--- src/hdl/sha_pkg.sv ---
// sha_pkg: shared types, constants and functions for the sha-256 stream hasher
// no dependencies; used by every module of the hasher
package sha_pkg;

  localparam int unsigned WordW   = 32;
  localparam int unsigned Rounds  = 64;
  localparam logic [7:0]  PadByte = 8'h80;
  localparam logic [5:0]  LenPos  = 6'd56;

  typedef logic [WordW-1:0] word_t;

  typedef enum logic [3:0] {
    S_INIT,
    S_IDLE,
    S_LOAD,
    S_ROUND,
    S_UPDATE,
    S_PAD1,
    S_PAD2,
    S_OUT_RD,
    S_OUT_CAP,
    S_OUT_HOLD
  } state_t;

  typedef enum logic [1:0] {
    RET_IDLE,
    RET_PAD1,
    RET_PAD2,
    RET_OUT
  } ret_t;

  // controls from the sequencer to the round datapath
  typedef struct packed {
    logic load_w;
    logic load_v;
    logic round_en;
    logic shift_v;
  } round_ctl_t;

  function automatic word_t init_h(input logic [2:0] i);
    word_t r;
    case (i)
      3'd0: r = 32'h6a09e667;
      3'd1: r = 32'hbb67ae85;
      3'd2: r = 32'h3c6ef372;
      3'd3: r = 32'ha54ff53a;
      3'd4: r = 32'h510e527f;
      3'd5: r = 32'h9b05688c;
      3'd6: r = 32'h1f83d9ab;
      3'd7: r = 32'h5be0cd19;
      default: r = 32'h6a09e667;
    endcase
    return r;
  endfunction

  function automatic word_t round_k(input logic [5:0] i);
    word_t r;
    case (i)
      6'd0:  r = 32'h428a2f98; 6'd1:  r = 32'h71374491; 6'd2:  r = 32'hb5c0fbcf;
      6'd3:  r = 32'he9b5dba5; 6'd4:  r = 32'h3956c25b; 6'd5:  r = 32'h59f111f1;
      6'd6:  r = 32'h923f82a4; 6'd7:  r = 32'hab1c5ed5; 6'd8:  r = 32'hd807aa98;
      6'd9:  r = 32'h12835b01; 6'd10: r = 32'h243185be; 6'd11: r = 32'h550c7dc3;
      6'd12: r = 32'h72be5d74; 6'd13: r = 32'h80deb1fe; 6'd14: r = 32'h9bdc06a7;
      6'd15: r = 32'hc19bf174; 6'd16: r = 32'he49b69c1; 6'd17: r = 32'hefbe4786;
      6'd18: r = 32'h0fc19dc6; 6'd19: r = 32'h240ca1cc; 6'd20: r = 32'h2de92c6f;
      6'd21: r = 32'h4a7484aa; 6'd22: r = 32'h5cb0a9dc; 6'd23: r = 32'h76f988da;
      6'd24: r = 32'h983e5152; 6'd25: r = 32'ha831c66d; 6'd26: r = 32'hb00327c8;
      6'd27: r = 32'hbf597fc7; 6'd28: r = 32'hc6e00bf3; 6'd29: r = 32'hd5a79147;
      6'd30: r = 32'h06ca6351; 6'd31: r = 32'h14292967; 6'd32: r = 32'h27b70a85;
      6'd33: r = 32'h2e1b2138; 6'd34: r = 32'h4d2c6dfc; 6'd35: r = 32'h53380d13;
      6'd36: r = 32'h650a7354; 6'd37: r = 32'h766a0abb; 6'd38: r = 32'h81c2c92e;
      6'd39: r = 32'h92722c85; 6'd40: r = 32'ha2bfe8a1; 6'd41: r = 32'ha81a664b;
      6'd42: r = 32'hc24b8b70; 6'd43: r = 32'hc76c51a3; 6'd44: r = 32'hd192e819;
      6'd45: r = 32'hd6990624; 6'd46: r = 32'hf40e3585; 6'd47: r = 32'h106aa070;
      6'd48: r = 32'h19a4c116; 6'd49: r = 32'h1e376c08; 6'd50: r = 32'h2748774c;
      6'd51: r = 32'h34b0bcb5; 6'd52: r = 32'h391c0cb3; 6'd53: r = 32'h4ed8aa4a;
      6'd54: r = 32'h5b9cca4f; 6'd55: r = 32'h682e6ff3; 6'd56: r = 32'h748f82ee;
      6'd57: r = 32'h78a5636f; 6'd58: r = 32'h84c87814; 6'd59: r = 32'h8cc70208;
      6'd60: r = 32'h90befffa; 6'd61: r = 32'ha4506ceb; 6'd62: r = 32'hbef9a3f7;
      6'd63: r = 32'hc67178f2;
      default: r = 32'h428a2f98;
    endcase
    return r;
  endfunction

endpackage

--- src/hdl/sha_if.sv ---
// sha_if: valid/ready channel interfaces for input bytes and digest words
// no dependencies
interface sha_in_if;
  logic       valid;
  logic       ready;
  logic [7:0] data_byte;
  logic       byte_present;
  logic       end_message;

  modport source(output valid, data_byte, byte_present, end_message, input ready);
  modport sink(input valid, data_byte, byte_present, end_message, output ready);
endinterface

interface sha_out_if;
  logic        valid;
  logic        ready;
  logic [31:0] digest_word;
  logic [2:0]  word_index;
  logic        last_word;

  modport source(output valid, digest_word, word_index, last_word, input ready);
  modport sink(input valid, digest_word, word_index, last_word, output ready);
endinterface

--- src/hdl/sha_buf_mem.sv ---
// sha_buf_mem: 64-byte block buffer, byte write port, 32-bit big-endian word read
// uses sha_pkg
module sha_buf_mem
  import sha_pkg::*;
(
  input  logic       clk,
  input  logic       we,
  input  logic [5:0] waddr,
  input  logic [7:0] wdata,
  input  logic [3:0] raddr,
  output word_t      rdata
);

  word_t mem [16];

  always_ff @(posedge clk) begin
    if (we) begin
      mem[waddr[5:2]][{~waddr[1:0], 3'b000} +: 8] <= wdata;
    end
    rdata <= mem[raddr];
  end

endmodule

--- src/hdl/sha_hash_mem.sv ---
// sha_hash_mem: eight 32-bit chaining words, one write and one registered read port
// uses sha_pkg
module sha_hash_mem
  import sha_pkg::*;
(
  input  logic       clk,
  input  logic       we,
  input  logic [2:0] waddr,
  input  word_t      wdata,
  input  logic [2:0] raddr,
  output word_t      rdata
);

  word_t mem [8];

  always_ff @(posedge clk) begin
    if (we) begin
      mem[waddr] <= wdata;
    end
    rdata <= mem[raddr];
  end

endmodule

--- src/hdl/sha_round.sv ---
// sha_round: working variables a..h, 16-word schedule window and the round logic
// uses sha_pkg
module sha_round
  import sha_pkg::*;
(
  input  logic       clk,
  input  round_ctl_t ctl,
  input  word_t      buf_rdata,
  input  word_t      hash_rdata,
  input  word_t      k,
  output word_t      v0
);

  word_t v [8];
  word_t w [16];

  function automatic word_t rotr(input word_t x, input int unsigned n);
    return (x >> n) | (x << (WordW - n));
  endfunction

  word_t s0, s1, w_new, big0, big1, ch, maj, t1, t2;

  always_comb begin
    s0    = rotr(w[1], 7) ^ rotr(w[1], 18) ^ (w[1] >> 3);
    s1    = rotr(w[14], 17) ^ rotr(w[14], 19) ^ (w[14] >> 10);
    w_new = w[0] + s0 + w[9] + s1;
    big1  = rotr(v[4], 6) ^ rotr(v[4], 11) ^ rotr(v[4], 25);
    ch    = (v[4] & v[5]) ^ (~v[4] & v[6]);
    t1    = v[7] + big1 + ch + k + w[0];
    big0  = rotr(v[0], 2) ^ rotr(v[0], 13) ^ rotr(v[0], 22);
    maj   = (v[0] & v[1]) ^ (v[0] & v[2]) ^ (v[1] & v[2]);
    t2    = big0 + maj;
  end

  always_ff @(posedge clk) begin
    // schedule window: w[0] is the word for the current round
    if (ctl.load_w || ctl.round_en) begin
      for (int i = 0; i < 15; i++) begin
        w[i] <= w[i+1];
      end
      w[15] <= ctl.load_w ? buf_rdata : w_new;
    end
    if (ctl.round_en) begin
      v[0] <= t1 + t2;
      v[1] <= v[0];
      v[2] <= v[1];
      v[3] <= v[2];
      v[4] <= v[3] + t1;
      v[5] <= v[4];
      v[6] <= v[5];
      v[7] <= v[6];
    end else if (ctl.load_v || ctl.shift_v) begin
      for (int i = 0; i < 7; i++) begin
        v[i] <= v[i+1];
      end
      v[7] <= hash_rdata;
    end
  end

  assign v0 = v[0];

endmodule

--- src/hdl/sha256_stream_hasher.sv ---
// sha256_stream_hasher: top level, sequencer, padding and digest output
// uses sha_pkg, sha_if, sha_buf_mem, sha_hash_mem and sha_round
//
// Takes one message byte per beat into a 64-byte buffer memory; a byte that
// fills the buffer starts a compression, during which no input is taken.
// A compression loads the schedule window and chaining words from the two
// memories, runs the 64 rounds at one round a cycle, and adds the result back
// into the chaining memory. A beat with end_message pads the block byte by
// byte, runs one or two compressions, then delivers the eight digest words,
// most significant first, each held in an output register until taken, and
// reloads the initial hash values. After reset the same load runs before the
// first beat.
module sha256_stream_hasher
  import sha_pkg::*;
(
  input  logic          clk,
  input  logic          rst,
  sha_in_if.sink        in,
  sha_out_if.source     out
);

  state_t      state, state_next;
  ret_t        ret;
  logic [6:0]  cnt;
  logic [5:0]  fill;
  logic [5:0]  pad_ptr;
  logic [2:0]  idx;
  logic [63:0] byte_total;

  logic        accept;
  logic        buf_we;
  logic [5:0]  buf_waddr;
  logic [7:0]  buf_wdata;
  logic [3:0]  buf_raddr;
  word_t       buf_rdata;
  logic        hash_we;
  logic [2:0]  hash_waddr;
  word_t       hash_wdata;
  logic [2:0]  hash_raddr;
  word_t       hash_rdata;
  round_ctl_t  ctl;
  word_t       v0;

  logic [63:0] bit_len;
  logic [7:0]  len_byte;
  logic [7:0]  pad_byte;

  assign accept  = in.valid && in.ready;
  assign bit_len = {byte_total[60:0], 3'b000};
  assign len_byte = 8'(bit_len >> {~pad_ptr[2:0], 3'b000});

  always_comb begin
    if (state == S_PAD1 && pad_ptr == fill) begin
      pad_byte = PadByte;
    end else if (pad_ptr >= LenPos && (state == S_PAD2 || fill < LenPos)) begin
      pad_byte = len_byte;
    end else begin
      pad_byte = 8'h00;
    end
  end

  // next state
  always_comb begin
    state_next = state;
    case (state)
      S_INIT: begin
        if (cnt[2:0] == 3'd7) state_next = S_IDLE;
      end
      S_IDLE: begin
        if (accept) begin
          if (in.byte_present && fill == 6'd63) state_next = S_LOAD;
          else if (in.end_message) state_next = S_PAD1;
        end
      end
      S_LOAD: begin
        if (cnt == 7'd16) state_next = S_ROUND;
      end
      S_ROUND: begin
        if (cnt == 7'(Rounds - 1)) state_next = S_UPDATE;
      end
      S_UPDATE: begin
        if (cnt == 7'd8) begin
          case (ret)
            RET_PAD1: state_next = S_PAD1;
            RET_PAD2: state_next = S_PAD2;
            RET_OUT:  state_next = S_OUT_RD;
            default:  state_next = S_IDLE;
          endcase
        end
      end
      S_PAD1, S_PAD2: begin
        if (pad_ptr == 6'd63) state_next = S_LOAD;
      end
      S_OUT_RD:  state_next = S_OUT_CAP;
      S_OUT_CAP: state_next = S_OUT_HOLD;
      S_OUT_HOLD: begin
        if (out.ready) state_next = (idx == 3'd7) ? S_INIT : S_OUT_RD;
      end
      default: state_next = S_INIT;
    endcase
  end

  // memory and datapath controls
  always_comb begin
    in.ready   = 1'b0;
    buf_we     = 1'b0;
    buf_waddr  = fill;
    buf_wdata  = in.data_byte;
    buf_raddr  = cnt[3:0];
    hash_we    = 1'b0;
    hash_waddr = cnt[2:0];
    hash_wdata = init_h(cnt[2:0]);
    hash_raddr = cnt[2:0];
    ctl        = '0;
    case (state)
      S_INIT: begin
        hash_we = 1'b1;
      end
      S_IDLE: begin
        in.ready = 1'b1;
        buf_we   = in.valid && in.byte_present;
      end
      S_LOAD: begin
        ctl.load_w = cnt != 7'd0;
        ctl.load_v = cnt != 7'd0 && cnt <= 7'd8;
      end
      S_ROUND: begin
        ctl.round_en = 1'b1;
      end
      S_UPDATE: begin
        // each word is written in the cycle after its read
        if (cnt != 7'd0) begin
          hash_we     = 1'b1;
          hash_waddr  = 3'(cnt - 7'd1);
          hash_wdata  = hash_rdata + v0;
          ctl.shift_v = 1'b1;
        end
      end
      S_PAD1, S_PAD2: begin
        buf_we    = 1'b1;
        buf_waddr = pad_ptr;
        buf_wdata = pad_byte;
      end
      S_OUT_RD: begin
        hash_raddr = idx;
      end
      default: begin
      end
    endcase
  end

  always_ff @(posedge clk) begin
    if (rst) begin
      state      <= S_INIT;
      ret        <= RET_IDLE;
      cnt        <= '0;
      fill       <= '0;
      pad_ptr    <= '0;
      idx        <= '0;
      byte_total <= '0;
      out.valid  <= 1'b0;
    end else begin
      state <= state_next;
      case (state)
        S_INIT: begin
          cnt <= (cnt[2:0] == 3'd7) ? 7'd0 : cnt + 7'd1;
        end
        S_IDLE: begin
          if (accept) begin
            if (in.byte_present) begin
              fill       <= fill + 6'd1;
              byte_total <= byte_total + 64'd1;
              pad_ptr    <= fill + 6'd1;
            end else begin
              pad_ptr <= fill;
            end
            ret <= in.end_message ? RET_PAD1 : RET_IDLE;
            cnt <= '0;
          end
        end
        S_LOAD: begin
          cnt <= (cnt == 7'd16) ? 7'd0 : cnt + 7'd1;
        end
        S_ROUND: begin
          cnt <= (cnt == 7'(Rounds - 1)) ? 7'd0 : cnt + 7'd1;
        end
        S_UPDATE: begin
          cnt     <= (cnt == 7'd8) ? 7'd0 : cnt + 7'd1;
          pad_ptr <= '0;
          idx     <= '0;
        end
        S_PAD1: begin
          pad_ptr <= pad_ptr + 6'd1;
          if (pad_ptr == 6'd63) begin
            ret <= (fill < LenPos) ? RET_OUT : RET_PAD2;
          end
        end
        S_PAD2: begin
          pad_ptr <= pad_ptr + 6'd1;
          if (pad_ptr == 6'd63) ret <= RET_OUT;
        end
        S_OUT_CAP: begin
          out.valid <= 1'b1;
        end
        S_OUT_HOLD: begin
          if (out.ready) begin
            out.valid <= 1'b0;
            idx       <= idx + 3'd1;
            if (idx == 3'd7) begin
              fill       <= '0;
              byte_total <= '0;
              cnt        <= '0;
            end
          end
        end
        default: begin
        end
      endcase
    end
  end

  // digest payload register
  always_ff @(posedge clk) begin
    if (state == S_OUT_CAP) begin
      out.digest_word <= hash_rdata;
      out.word_index  <= idx;
      out.last_word   <= idx == 3'd7;
    end
  end

  sha_buf_mem u_buf (
    .clk   (clk),
    .we    (buf_we),
    .waddr (buf_waddr),
    .wdata (buf_wdata),
    .raddr (buf_raddr),
    .rdata (buf_rdata)
  );

  sha_hash_mem u_hash (
    .clk   (clk),
    .we    (hash_we),
    .waddr (hash_waddr),
    .wdata (hash_wdata),
    .raddr (hash_raddr),
    .rdata (hash_rdata)
  );

  sha_round u_round (
    .clk        (clk),
    .ctl        (ctl),
    .buf_rdata  (buf_rdata),
    .hash_rdata (hash_rdata),
    .k          (round_k(cnt[5:0])),
    .v0         (v0)
  );

endmodule
--- src/flat_wrapper.sv ---
// flat-port wrapper written by rule: the top's interface ports become plain ports
module sha256_stream_hasher_flat import sha_pkg::*;
  (clk, rst, in_valid, in_data_byte, in_byte_present, in_end_message, in_ready, out_valid, out_digest_word, out_word_index, out_last_word, out_ready);
  sha_in_if in_i ();
  sha_out_if out_i ();
  input  logic clk;
  input  logic rst;
  input wire logic [$bits(in_i.valid)-1:0] in_valid;
  input wire logic [$bits(in_i.data_byte)-1:0] in_data_byte;
  input wire logic [$bits(in_i.byte_present)-1:0] in_byte_present;
  input wire logic [$bits(in_i.end_message)-1:0] in_end_message;
  output wire logic [$bits(in_i.ready)-1:0] in_ready;
  output wire logic [$bits(out_i.valid)-1:0] out_valid;
  output wire logic [$bits(out_i.digest_word)-1:0] out_digest_word;
  output wire logic [$bits(out_i.word_index)-1:0] out_word_index;
  output wire logic [$bits(out_i.last_word)-1:0] out_last_word;
  input wire logic [$bits(out_i.ready)-1:0] out_ready;
  assign in_i.valid = in_valid;
  assign in_i.data_byte = in_data_byte;
  assign in_i.byte_present = in_byte_present;
  assign in_i.end_message = in_end_message;
  assign in_ready = in_i.ready;
  assign out_valid = out_i.valid;
  assign out_digest_word = out_i.digest_word;
  assign out_word_index = out_i.word_index;
  assign out_last_word = out_i.last_word;
  assign out_i.ready = out_ready;
  sha256_stream_hasher u_core (.clk(clk), .rst(rst), .in(in_i), .out(out_i));
endmodule
--- config.mk ---
export PLATFORM = sky130hd
export DESIGN_NAME = sha256_stream_hasher_flat
export DESIGN_NICKNAME = d
export VERILOG_FILES = /design/src/hdl/sha_pkg.sv /design/src/hdl/sha_if.sv /design/src/hdl/sha_buf_mem.sv /design/src/hdl/sha_hash_mem.sv /design/src/hdl/sha_round.sv /design/src/hdl/sha256_stream_hasher.sv /design/src/flat_wrapper.sv
export SDC_FILE = /design/constraint.sdc
export NUM_CORES = 2
export LEC_CHECK = 0
export CAP_MARGIN = 15
export CELL_PAD_IN_SITES_DETAIL_PLACEMENT = 1
export CELL_PAD_IN_SITES_GLOBAL_PLACEMENT = 2
export CORE_MARGIN = 2
export CORE_UTILIZATION = 45
export CTS_CLUSTER_DIAMETER = 120
export DETAILED_ROUTE_END_ITERATION = 6
export DONT_BUFFER_PORTS = 1
export HOLD_SLACK_MARGIN = 0.06
export PLACE_DENSITY_LB_ADDON = 0.1
export REMOVE_ABC_BUFFERS = 1
export SLEW_MARGIN = 20
export SYNTH_ARGS = -nofsm -noshare
export SYNTH_HDL_FRONTEND = slang
export SYNTH_SLANG_ARGS = --single-unit
--- constraint.sdc ---
create_clock -name clk -period 10.1 [get_ports clk]
set_clock_uncertainty 0.05 [all_clocks]
set_input_delay 1.01 -clock clk [delete_from_list [all_inputs] [get_ports clk]]
set_output_delay 1.01 -clock clk [all_outputs]
set_load 0.01 [all_outputs]
; Word level (Yosys, flattened, before mapping)
; Memory sizes are Yosys's and may differ from the RTL's. A register that Yosys moved wholly into a read port is not among the register bits.
; Index checks and enable logic that the tools add are counted.
[totals]
register_bits = 129
ram_bits = 1536
mem_bits_ro = 2296
in_bits = 14
out_inout_bits = 38
elab_cells = 217
mem_count = 6
[mem_list]
columns = name, words, width, read_ports, rd_ports_with_merged_regs, wr, line
row1 = (name not given), 64, 32, 1, 1, 0, sha_pkg.sv:58  ; case (i)
row2 = u_core.u_buf.mem, 16, 32, 1, 1, 1, sha_buf_mem.sv:14  ; word_t mem [16];
row3 = u_core.u_round.w, 16, 32, 16, 0, 16, sha_round.sv:15  ; word_t w [16];
row4 = u_core.u_hash.mem, 8, 32, 1, 1, 1, sha_hash_mem.sv:14  ; word_t mem [8];
row5 = u_core.u_round.v, 8, 32, 8, 0, 8, sha_round.sv:14  ; word_t v [8];
row6 = (name not given), 8, 31, 1, 1, 0, sha_pkg.sv:42  ; case (i)
[classes]
add_sub_neg = 18
order_cmp = 3
eq_ne = 32
n_shift = 3
mux = 81
n_bitwise = 37
n_reduce_logical = 26
[op_table]
columns = op, count
row1 = 32-bit two-way mux, 12
row2 = 32-bit adder, 11
row3 = 32-bit bitwise XOR, 9
row4 = 64-bit two-way mux, 4
row5 = 32-bit AND, 5
row6 = 64-bit one-hot mux with 2 select lines, 1
row7 = 64-bit by 1-bit adder with 64-bit output (second input constant), 1
row8 = 64-bit by 6-bit right shift with 8-bit output, 1
row9 = 7-bit two-way mux, 7
row10 = 6-bit two-way mux, 7
row11 = 7-bit one-hot mux with 6 select lines, 1
row12 = 4-bit two-way mux, 9
row13 = 4-bit one-hot mux with 9 select lines, 1
row14 = 32-bit NOT, 1
row15 = 10-bit by 32-bit OR with 32-bit output, 1
row16 = 13-bit by 32-bit OR with 32-bit output, 1
row17 = 14-bit by 32-bit OR with 32-bit output, 1
row18 = 15-bit by 32-bit OR with 32-bit output, 1
row19 = 19-bit by 32-bit OR with 32-bit output, 1
row20 = 21-bit by 32-bit OR with 32-bit output, 1
row21 = 25-bit by 32-bit OR with 32-bit output, 1
row22 = 26-bit by 32-bit OR with 32-bit output, 1
row23 = 30-bit by 32-bit OR with 32-bit output, 1
row24 = 7-bit by 32-bit OR with 32-bit output, 1
row25 = other kinds (52), 120

; Logic depth before layout (Yosys ltp)
; An unclocked memory read counts as a cell.
[depth]
word_depth = 10
depth_mapped = 33
mapped_depth_nobuf = 32

; Cells and area by module
; Synthesis repeated with hierarchy kept, for this count alone.
[unflattened]
cells_unflattened = 6093
hier_area_um2 = 84046.9
[by_module_without_submodules]
columns = mod, instances, cells_per_inst, area_per_inst_um2, seq_area_each_um2
row1 = sha_round, 1, 3079, 40176.0, 23062.1
row2 = sha_buf_mem, 1, 952, 20400.8, 16015.4
row3 = sha256_stream_hasher, 1, 1647, 13003.7, 4124.0
row4 = sha_hash_mem, 1, 415, 10466.3, 8328.0

; Worst setup path before layout
; Ideal clock, no wire load.
[synth_path]
path_kind = register to register
from = reg u_core.cnt[0]
to = mem u_core.u_round.w[0][0] in the netlist's numbering (enable)
setup_ns = 0.667
arrival_ns = 7.889
required_ns = 9.383
path_slack_ns = 1.494
stages_incl_launch_ff = 9
n_path_buf = 2
period_less_slack_ns = 8.606
path_cell_list = dfxtp_1 clkbuf_1 inv_1 ha_1 nor3b_1 and2_1 nor2_1 clkbuf_1 or2_2
[synth_rtl]
columns = element, line
row1 = "start, declared", sha256_stream_hasher.sv:24  ; logic [6:0] cnt;
row2 = "start signal, assigned", sha256_stream_hasher.sv:166  ; cnt <= (cnt[2:0] == 3'd7) ? 7'd0 : cnt + 7'd1;
row3 = "start signal, assigned", sha256_stream_hasher.sv:182  ; cnt <= (cnt == 7'd16) ? 7'd0 : cnt + 7'd1;
row4 = "start signal, assigned", sha256_stream_hasher.sv:185  ; cnt <= (cnt == 7'(Rounds - 1)) ? 7'd0 : cnt + 7'd1;
row5 = "end, declared", sha_round.sv:15

==> results.cfg <==
[status]
outcome = completed

[drt]
wl_met2_um = 111000
dr_wl_met3_um = 12500
ant_nets = 0
wl_per_cell_um = 27.9
vias_per_cell = 5.73
vias = 48600
wl_met1_um = 107000
routed_wl_um = 236000
drtIter0Drc = 4286
highest_layer = met5
first_pass_iters = 6
drc = 0

[placed_design]
place_inst = 8118
dp_hpwl_um = 167000
portBuffers = 0
gp_congestion = 0.876

[logic_synthesis]
ys.flop_type = edfxtp_1
mappedNetlistArea_um2 = 82900
yosysTopAreaCell = edfxtp_1
syn_inst = 5887
syn_avg_cell_area_um2 = 14.1
seq_area_frac_synth = 0.621
synthTopCellsByCount = 1572 x edfxtp_1, 664 x nand2_1, 374 x nor2_1
synth_top_area_frac = 0.569
synth_most_common_cell = edfxtp_1
ys_warn_count = 0
synth_cell_type_count = 107
synth_seq_cells = 1788
ys_top_cells_by_area = edfxtp_1 57%, mux4_2 6.5%, dfxtp_1 5.2%
synth_edf_count = 1572
postSynth.asyncResetShare = 0

[grt]
grt_start_max_net_pins = 206
grt_usage = 0.253
grt-ovfl-total = 0
grt_pass1_wl_um = 346000
antenna_found_initial = 8
grt_pass1_vias = 49800

[power]
comb_power_share = 0.489
p_int_mw = 19.5
leakagePower_nw = 31.1
seqPwrFrac = 0.299
clkPwrFrac = 0.212
cellPowerDensity_nw_per_um2 = 355
swShare = 0.401
p_switching_mw = 13.0
ir_worst_vdd_uv = 310

[cts]
htree_levels = 4
numCtsBuffers = 191
cts.sinks = 1788
clockRootBuffer = clkbuf_16
clockBufferDepth = 3
clkSlewWorstSetupHoldPaths_ns = 0.07
postCtsSetupBuffers = 0
cts_tree = done
clk_latency_ns = 0.87
hold_buffers = 0
cts.repair.resized = 0

[worst_setup_path]
max_stage_delay_ns = 0.74
cpMostUsedCell = a21o_1
arrival_ns = 9.27
startpoint_type = flip-flop
crit_type = flip-flop to flip-flop
crit_path_top_delay_cell = a2111oi_0
cp.required_ns = 10.61
crit_path_max_fanout = 6
crit_path_end_kind = flip-flop

[timing]
maxSlewHeadroom = 0.211
hold_viol = 0
period_share = 0.868
rsz0062_at_grt = no
fmax_mhz = 114
finalCriticalPeriod_ns = 8.77
worst_slew_pin_slew_ns = 1.18
maxSlewViolCount = 0
finalSetupViolations = 0

[floorplan]
core-area_um2 = 183000
start_util = 0.453
die_area_um2 = 188000
io_pins = 52
die_x_um = 433
die_h_um = 433
row_count = 157

[finish]
final_layout_size_suffix_gt1_frac = 0.134
area_delta_synth_final_pct = 10.6
final_nets = 6234
final_cells = 8477
utilization = 0.501

[flow_run]
maxCapViolCount = 0

[min_path]
hold_path_class = input port to flip-flop
## state kept, by name (all words and copies together), names as in the netlist, 7 cells and up, named ones only
signal                  cells
u_core.u_round.v          256
u_core.u_hash.mem         256
u_core.u_round.k           32
u_core.byte_total          61
u_core.cnt                  7
u_core.u_buf.mem          512
u_core.u_hash.rdata        32
u_core.u_buf.rdata         32
u_core.u_round.w          512
u_core.out.digest_word     32
## power groups by stage
stage,sequential (mW),clock (mW),combinational (mW)
after floorplan,9.71,0,11.2
after global placement,9.88,0,15.6
after detailed placement,9.90,0,15.8
after CTS,9.75,7.04,15.9
after global routing,9.76,7.30,17.6
final,9.74,6.89,15.9
## metrics by stage
stage	hold WS (ns)	TNS (ns)	cell area [um^2]	worst slack (ns)	power [mW]
CTS	0.0909	0	91700	1.33	32.7
global route	0.126	0	91700	0.833	34.6
detailed placement	0.355	0	85500	1.37	25.7
floorplan	0.350	-7145.00	81600	-14.94	20.9
global placement	0.350	0	85500	1.47	25.5
finish	0.153	0	91700	1.33	32.5
## kinds of logic (layout without fill, tap and decap cells)
group	count (synthesis)	in the layout	synth area share
xor+xnor	442	442	0.0470
fa+ha+maj	394	394	0.0758
mux	383	383	0.0843
compound gates	920	920	0.0706
buf+inv	555	677	0.0267
simple gates	1405	1405	0.0742
flops	1788	1788	0.621
other cells	0	4	0
## per-layer routing
metal  vias to the layer above  track usage
li1                      21600            -
met1                     25400        0.369
met2                      1293        0.402
met3                       270       0.0354
met4                         2       0.0620
met5                         -            0
## cells in the final DEF, fill, tap and decap left out, types with 25 or more instances in the layout
cell       count
buf_4         66
clkinv_1      27
clkbuf_1      50
o211ai_1      35
a31oi_1       51
nor2_1       363
mux2_2       121
nand4_1       25
xnor2_1      310
nand3_1       93
o21ai_0      210
nand2_1      662
ha_1         185
a21o_1        89
edfxtp_1    1572
clkinv_2      36
nor3_1        51
o21a_1        40
inv_1        242
clkbuf_16    195
fa_1         188
a21oi_1      236
dfxtp_1      213
mux4_2       240
a211oi_1      37
o21ai_1       31
xor2_1       130
## worst paths after layout
check / from / to / slack (ns) / depth (start not counted)
setup / recovery: u_core.u_round.v[0][154] / u_core.u_round.v[0][158] / 1.33 / 30
setup reg to reg: u_core.u_round.v[0][154] / u_core.u_round.v[0][158] / 1.33 / 30
hold reg to reg: u_core.u_round.w[0][144] / u_core.u_round.w[0][112] / 0.36 / 0
hold / removal: rst / u_core.fill[1] / 0.15 / 1
## critical path: cells and delay by family (launching register included)
family	cells	cell delay [ns]
XOR/XNOR	4	1.18
buffers and inverters	3	0.23
AO/OA/AOI/OAI	16	3.93
AND/OR/NAND/NOR	1	0.17
flip-flops	1	0.53
adder cells (fa/ha/maj)	6	2.36
## layout make-up
type                            count  area, um^2
Sequential cell                  1788       51500
Antenna cell                        4        10.0
Clock inverter                     98         981
Tap cell                         2464        3080
Timing Repair Buffer               72         607
Inverter                          250         945
Multi-Input combinational cell   3544       29300
Fill cell                       17900       91400
Clock buffer                      257        5230
Note: power is estimated with default switching activity, not from simulation.
